## config.mk

```make
export PLATFORM = sky130hd
export DESIGN_NAME = radical_inverse_prime_base
export DESIGN_NICKNAME = d
export VERILOG_FILES = /design/src/hw/rtl/rip_pkg.sv /design/src/hw/rtl/rip_digit_div.sv /design/src/hw/rtl/radical_inverse_prime_base.sv
export SDC_FILE = /design/constraint.sdc
export NUM_CORES = 2
export LEC_CHECK = 0
export CAP_MARGIN = 5
export CORE_ASPECT_RATIO = 2
export CORE_MARGIN = 1
export CORE_UTILIZATION = 45
export DETAILED_ROUTE_END_ITERATION = 10
export DONT_BUFFER_PORTS = 1
export GPL_ROUTABILITY_DRIVEN = 0
export GPL_TIMING_DRIVEN = 0
export PLACE_DENSITY_LB_ADDON = 0.1
export SLEW_MARGIN = 20
export SYNTH_ARGS = -nofsm -noshare
export SYNTH_HDL_FRONTEND = slang
export SYNTH_SLANG_ARGS = --single-unit
```

## constraint.sdc

```tcl
create_clock -name clk -period 41.2 [get_ports clk]
set_input_delay 8.24 -clock clk [delete_from_list [all_inputs] [get_ports clk]]
set_output_delay 8.24 -clock clk [all_outputs]
set_load 0.01 [all_outputs]
```

## src/hw/rtl/rip_pkg.sv

```systemverilog
package rip_pkg;

  // width of the base selector and of a prime base
  localparam int SEL_W = 6;
  localparam int BASE_W = 9;

  // index bits consumed by the digit divider per cycle
  localparam int DIGIT_STEP = 8;

  // the first 64 primes
  localparam logic [BASE_W-1:0] PRIMES [64] = '{
    9'd2,   9'd3,   9'd5,   9'd7,   9'd11,  9'd13,  9'd17,  9'd19,
    9'd23,  9'd29,  9'd31,  9'd37,  9'd41,  9'd43,  9'd47,  9'd53,
    9'd59,  9'd61,  9'd67,  9'd71,  9'd73,  9'd79,  9'd83,  9'd89,
    9'd97,  9'd101, 9'd103, 9'd107, 9'd109, 9'd113, 9'd127, 9'd131,
    9'd137, 9'd139, 9'd149, 9'd151, 9'd157, 9'd163, 9'd167, 9'd173,
    9'd179, 9'd181, 9'd191, 9'd193, 9'd197, 9'd199, 9'd211, 9'd223,
    9'd227, 9'd229, 9'd233, 9'd239, 9'd241, 9'd251, 9'd257, 9'd263,
    9'd269, 9'd271, 9'd277, 9'd281, 9'd283, 9'd293, 9'd307, 9'd311
  };

  // sequencer states
  typedef enum logic [3:0] {
    ST_IDLE  = 4'b0001,
    ST_DIGIT = 4'b0010,
    ST_FRAC  = 4'b0100,
    ST_HOLD  = 4'b1000
  } rip_state_t;

  function automatic logic [BASE_W-1:0] prime_of(input logic [SEL_W-1:0] sel);
    return PRIMES[sel];
  endfunction

endpackage

```

## src/hw/rtl/rip_digit_div.sv

```systemverilog
module rip_digit_div #(
  parameter int STEPS = 8
) (
  input  logic [rip_pkg::BASE_W-1:0] divisor,
  input  logic [rip_pkg::BASE_W-1:0] rem_in,
  input  logic [STEPS-1:0]           bits,
  output logic [rip_pkg::BASE_W-1:0] rem_out,
  output logic [STEPS-1:0]           quo
);
  import rip_pkg::*;

  // restoring division by a small prime, several index bits msb first
  always_comb begin
    logic [BASE_W:0]   trial;
    logic [BASE_W-1:0] r;
    r = rem_in;
    quo = '0;
    for (int i = STEPS - 1; i >= 0; i--) begin
      trial = {r, bits[i]};
      if (trial >= {1'b0, divisor}) begin
        r = BASE_W'(trial - {1'b0, divisor});
        quo[i] = 1'b1;
      end else begin
        r = trial[BASE_W-1:0];
        quo[i] = 1'b0;
      end
    end
    rem_out = r;
  end

endmodule

```

## src/hw/rtl/radical_inverse_prime_base.sv

```systemverilog
// one item at a time; the index is split into CHUNKS = ceil(INDEX_BITS / 8) chunks, which
// the 8-bit-per-cycle digit divider works through once for each digit of the index in
// the chosen base, and the one-bit-per-cycle fraction division then forms the FRACTION_BITS
// result bits; a finished result may wait in the output register while a new item runs
// synchronous reset returns the sequencer to idle and drops out_valid
module radical_inverse_prime_base #(
  parameter int PRIME_COUNT   = 64,
  parameter int INDEX_BITS    = 32,
  parameter int FRACTION_BITS = 24
) (
  input  logic                       clk,
  input  logic                       rst,
  input  logic                       in_valid,
  output logic                       in_stall,
  input  logic [rip_pkg::SEL_W-1:0]  base_select,
  input  logic [INDEX_BITS-1:0]      sample_index,
  output logic                       out_valid,
  input  logic                       out_stall,
  output logic [FRACTION_BITS-1:0]   fraction
);
  import rip_pkg::*;

  localparam int CHUNKS  = (INDEX_BITS + DIGIT_STEP - 1) / DIGIT_STEP;
  localparam int IDX_W   = CHUNKS * DIGIT_STEP;
  localparam int CHUNK_W = (CHUNKS > 1) ? $clog2(CHUNKS) : 1;
  localparam int DEN_W   = INDEX_BITS + BASE_W;
  localparam int PROD_W  = DEN_W + BASE_W;
  localparam int FCNT_W  = $clog2(FRACTION_BITS);

  rip_state_t state, state_next;

  logic [IDX_W-1:0]         idx;
  logic [CHUNK_W-1:0]       chunk;
  logic [BASE_W-1:0]        dig_rem;
  logic [BASE_W-1:0]        digit;
  logic                     pend;
  logic [BASE_W-1:0]        base;
  logic [DEN_W-1:0]         rev;
  logic [DEN_W-1:0]         den;
  logic [FCNT_W-1:0]        fcnt;
  logic [FRACTION_BITS-1:0] quot;

  logic [SEL_W-1:0]         sel_sat;
  logic                     chunk_first;
  logic                     chunk_last;
  logic                     idx_zero;
  logic                     digits_done;
  logic                     frac_last;
  logic                     out_free;
  logic [BASE_W-1:0]        div_rem_in;
  logic [BASE_W-1:0]        div_rem;
  logic [DIGIT_STEP-1:0]    div_quo;
  logic [IDX_W+DIGIT_STEP-1:0] idx_wide;
  logic [PROD_W-1:0]        rev_prod;
  logic [PROD_W-1:0]        den_prod;
  logic [DEN_W-1:0]         rev_upd;
  logic [DEN_W:0]           rem2;
  logic [DEN_W:0]           rem_sub;
  logic                     take;
  logic [DEN_W-1:0]         rev_frac;

  // selector saturates to the last of the first PRIME_COUNT primes in the table
  assign sel_sat = ({1'b0, base_select} >= (SEL_W + 1)'(PRIME_COUNT))
                   ? SEL_W'(PRIME_COUNT - 1) : base_select;

  assign chunk_first = (chunk == '0);
  assign chunk_last  = (chunk == CHUNK_W'(CHUNKS - 1));
  assign idx_zero    = (idx == '0);
  assign digits_done = chunk_first && idx_zero;
  assign frac_last   = (fcnt == FCNT_W'(FRACTION_BITS - 1));
  assign out_free    = !out_valid || !out_stall;

  // shared digit divider, one chunk of the index per cycle
  assign div_rem_in = chunk_first ? '0 : dig_rem;

  rip_digit_div #(
    .STEPS(DIGIT_STEP)
  ) u_digit_div (
    .divisor(base),
    .rem_in (div_rem_in),
    .bits   (idx[IDX_W-1 -: DIGIT_STEP]),
    .rem_out(div_rem),
    .quo    (div_quo)
  );

  assign idx_wide = {idx, div_quo};

  // fold the last digit into the reversed value and the base power
  assign rev_prod = PROD_W'(rev) * PROD_W'(base);
  assign den_prod = PROD_W'(den) * PROD_W'(base);
  assign rev_upd  = rev_prod[DEN_W-1:0] + DEN_W'(digit);

  // restoring division step for the output fraction
  assign rem2     = {rev, 1'b0};
  assign take     = (rem2 >= {1'b0, den});
  assign rem_sub  = rem2 - {1'b0, den};
  assign rev_frac = take ? rem_sub[DEN_W-1:0] : rem2[DEN_W-1:0];

  assign in_stall = (state != ST_IDLE);

  // sequencer
  always_comb begin
    state_next = state;
    unique case (state)
      ST_IDLE:  if (in_valid) state_next = ST_DIGIT;
      ST_DIGIT: if (digits_done) state_next = ST_FRAC;
      ST_FRAC:  if (frac_last) state_next = ST_HOLD;
      ST_HOLD:  if (out_free) state_next = ST_IDLE;
      default:  state_next = ST_IDLE;
    endcase
  end

  // control state
  always_ff @(posedge clk) begin
    if (rst) begin
      state     <= ST_IDLE;
      pend      <= 1'b0;
      out_valid <= 1'b0;
    end else begin
      state <= state_next;
      if (state == ST_IDLE) begin
        pend <= 1'b0;
      end else if (state == ST_DIGIT) begin
        pend <= !digits_done && chunk_last;
      end
      if (state == ST_HOLD && out_free) begin
        out_valid <= 1'b1;
      end else if (!out_stall) begin
        out_valid <= 1'b0;
      end
    end
  end

  // datapath
  always_ff @(posedge clk) begin
    unique case (state)
      ST_IDLE: begin
        if (in_valid) begin
          idx   <= IDX_W'(sample_index);
          base  <= prime_of(sel_sat);
          rev   <= '0;
          den   <= DEN_W'(1);
          chunk <= '0;
          fcnt  <= '0;
        end
      end
      ST_DIGIT: begin
        if (pend) begin
          rev <= rev_upd;
          den <= den_prod[DEN_W-1:0];
        end
        if (!digits_done) begin
          idx     <= idx_wide[IDX_W-1:0];
          dig_rem <= div_rem;
          if (chunk_last) begin
            chunk <= '0;
            digit <= div_rem;
          end else begin
            chunk <= CHUNK_W'(chunk + 1'b1);
          end
        end
      end
      ST_FRAC: begin
        rev  <= rev_frac;
        quot <= {quot[FRACTION_BITS-2:0], take};
        fcnt <= FCNT_W'(fcnt + 1'b1);
      end
      ST_HOLD: begin
        if (out_free) begin
          fraction <= quot;
        end
      end
      default: begin
        fcnt <= '0;
      end
    endcase
  end

endmodule

```

==> qor.csv <==
stage,metric,value,unit
status,status,completed,
logic_synthesis,register bit count reported by yosys,202,
sta,"Slew Viols, Final",0,
sta,Worst-Margin Slew,1223,ps
global_route,initial antenna violation count,2,
die,Initial Utilization,45.46,%
die,Die Y,388.5,µm
worst_setup_path,CP endpoint kind,flop,
logic_synthesis,"Net Count, Synth",4517,
routing,post-route antenna net violation count,0,
logic_synthesis,sequential share of the synthesized area,17.87,%
logic_synthesis,Yosys top cell area share,29.67,%
worst_setup_path,Worst path slowest cell,clkbuf_1,
die,die area,75840,µm²
clock_network,Num CTS Buffers,25,
clock_network,post-CTS setup buffers,0,
logic_synthesis,Avg Inst Size Synth,9.046,µm²
worst_setup_path,Max stage delay on crit path,900,ps
sta,sum of negative setup slack,0,ps
routing,DR vias,26560,
routing,drt total wl,111400,µm
placed_design,IO buf count,0,
clock_network,Longest Clk Path Bufs,3,
flow_run,Max Cap Violations,0,
logic_synthesis,Syn Std Cell Area,33610,µm²
min_path,worst hold stages,0,
logic_synthesis,Synth cell types,89,
global_route,GR Overflow Total,0,
min_path,Min-Delay Endpoint,fraction[23],
logic_synthesis,post-synth top area cell,fa_1,
min_path,Hold Path Class,flop to flop,
final_layout,share of layout cells above drive strength 1,3.477,%
logic_synthesis,post-synthesis cell count,3715,
worst_setup_path,Critical Path Source,base[2],
clock_network,"Clk Latency, worst-skew pair",600,ps
worst_setup_path,WP data required,41520,ps
clock_network,cts repair resizes,0,
routing,Iter 0 DRT Violations,1139,
min_path,Hold Crit Start,quot[23],
worst_setup_path,family with the most delay on the worst path,compound AO/OA/AOI/OAI gates,
sta,final worst-path cycle share,54.15,%
routing,Routed WL per cell,23.72,µm
die,Core Region,73920,µm²
global_route,vias in the first global route,29260,
worst_setup_path,Worst Path Buf+Inv,10,
worst_setup_path,crit path DAT,22630,ps
logic_synthesis,most used flip-flop cell after synthesis,edfxtp_1,
worst_setup_path,CP max FO,10,
clock_network,H-tree levels,1,
final_layout,Syn-to-layout area delta,6.556,%
logic_synthesis,Yosys Warn Count,0,
global_route,first-pass GRT wire length,169900,µm
sta,Layout Skew,20.63,ps
sta,unrepaired setup endpoints after global routing,no,
worst_setup_path,R2R setup slack,18890,ps
worst_setup_path,R2R cell count,75,
die,num rows,141,
logic_synthesis,number of synthesized flops with an enable pin,196,
clock_network,CTS Root Cell,clkbuf_16,
sta,endpoints failing hold,0,
final_layout,final net count,4552,
worst_setup_path,Worst R2R End,dig_rem[1],
clock_network,"Reg clk slew, reported paths",60,ps
clock_network,# clock sinks,202,
clock_network,CTS tree,yes,
logic_synthesis,"FFs w/ async S/R, synth",0,%
placed_design,HPWL after DPL,93230,µm
sta,final setup vio count,0,
die,# IOs,68,
sta,Slew headroom,18.45,%
logic_synthesis,Synth area leaders,"fa_1, edfxtp_1, ha_1",
worst_setup_path,crit path kind,flop to flop,
worst_setup_path,most used cell along the critical path,o21ai_0,
routing,Vias per Instance,5.654,
routing,DRC,0,
worst_setup_path,Worst setup SP type,flop,
routing,1st-pass router iterations,5,
worst_setup_path,reg2reg start,base[2],
global_route,largest net degree at the start of global routing,26,
sta,Max Fclk,44.82,MHz
clock_network,# hold bufs at CTS,0,
die,Chip Width,195.2,µm
sta,min cycle time layout,22310,ps
global_route,global-route usage over all layers,30.25,%
==> Yosys cell counts (18+ instances only) <==
library cell,instances
nand2_1,614
inv_1,539
fa_1,498
ha_1,262
nor2_1,247
edfxtp_1,196
a21oi_1,142
clkbuf_1,135
and2_1,130
xnor2_1,110
o21ai_0,101
a21o_1,72
xor2_1,65
nor2b_1,51
mux2i_1,46
nor3_1,44
o21a_1,35
mux2_2,33
o22ai_1,33
nand3_1,29
nand2b_1,26
nand4_1,20
a21boi_0,19
buf_1,19
o21bai_1,18
==> cells in the final DEF (no fill, tap or decap), types with 6 or more instances in the layout <==
cell type,netlist,layout
a21o_1,72,72
a21oi_1,142,140
o22ai_1,33,33
ha_1,262,262
mux2i_1,46,46
clkbuf_16,0,25
nand2_1,614,614
nor2b_1,51,51
xor2_1,65,65
edfxtp_1,196,196
inv_1,539,539
and4_1,8,8
a211oi_1,13,12
or3_1,10,10
clkbuf_1,135,131
mux2_2,33,33
o41ai_1,6,6
fa_1,498,498
clkbuf_2,0,9
o31ai_1,10,10
xnor2_1,110,110
a31oi_1,13,13
nand4_1,20,20
a21boi_0,19,19
nand3b_1,8,8
nor2_1,247,246
nor3_1,44,44
and2_1,130,130
buf_1,19,19
a311oi_1,6,6
o211ai_1,9,9
o21bai_1,18,18
dfxtp_1,6,6
nand2b_1,26,26
o21ai_0,101,101
nor4_1,9,9
nand3_1,29,29
and3_1,17,17
nor3b_1,7,7
o21a_1,35,35
==> worst register-to-register path: cells and delay by family, from the launching register on <==
kind / cells / cell delay (ps)
multiplexers: 6 / 2310
flip-flops: 1 / 310
AO/OA/AOI/OAI: 32 / 8920
AND/OR/NAND/NOR: 19 / 3380
buffers and inverters: 10 / 4060
adder cells (fa/ha/maj): 8 / 3080
==> state kept, by name, indices dropped and copies added, names as in the netlist <==
| name | count |
|---|---|
| quot | 24 |
| digit | 9 |
| dig_rem | 9 |
| base | 9 |
| chunk | 2 |
| pend | 1 |
| fraction | 24 |
| out_valid | 1 |
| state | 4 |
| rev | 41 |
| den | 41 |
| idx | 32 |
| fcnt | 5 |
==> layout make-up <==
cell class              count  area, µm²
plain buffers             159      625.6
multi-input cells        2811      25000
flip-flops and latches    202       6006
repair buffers              8      152.6
fillers                  7216      38110
inverters                 543       2038
diodes                      1      2.502
clock buffers              32      671.9
well taps                 929       1162
clock inverters            13      153.9
==> metrics by stage <==
step / setup slack, ps / hold WS [ps] / std cells / utilization [%] / cell area [µm²]
global route: 17700 / 453.2 / 4697 / 48.44 / 35810
floorplan: 24190 / 400.3 / 3715 / - / 33610
CTS: 18930 / 430.8 / 4697 / 48.44 / 35810
global placement: 19060 / 411.9 / 4644 / 47.04 / 34770
detailed placement: 19010 / 415.5 / 4652 / 47.32 / 34980
finish: 18890 / 428.0 / 4698 / 48.44 / 35810
==> kinds of logic after synthesis <==
family	after synthesis	share of synthesized area (%)
buf+inv	702	7.893
flops	202	17.87
xor+xnor	175	4.561
mux	87	2.833
simple gates	1243	16.73
fa+ha+maj	761	39.46
compound gates	545	10.65
==> how the worst max path moves through the flow <==
stage,endpoint,slack (ps),cells past startpoint
after floorplan,dig_rem[1],24190,73
after global placement,digit[7],19060,75
after detailed placement,dig_rem[1],19010,75
after CTS,dig_rem[1],18930,75
after global routing,dig_rem[1],17700,75
final,dig_rem[1],18890,75
==> routing by layer <==
| metal | GRT usage, % | wire (µm) |
|---|---|---|
| met2 | 59.45 | 61670 |
| met1 | 27.94 | 35390 |
| met5 | 0 | 13 |
| met3 | 2.594 | 3821 |
| met4 | 24.02 | 10520 |
Power is not shown: default switching activity piles up to over one toggle a cycle in this logic, so the estimate is an artifact.
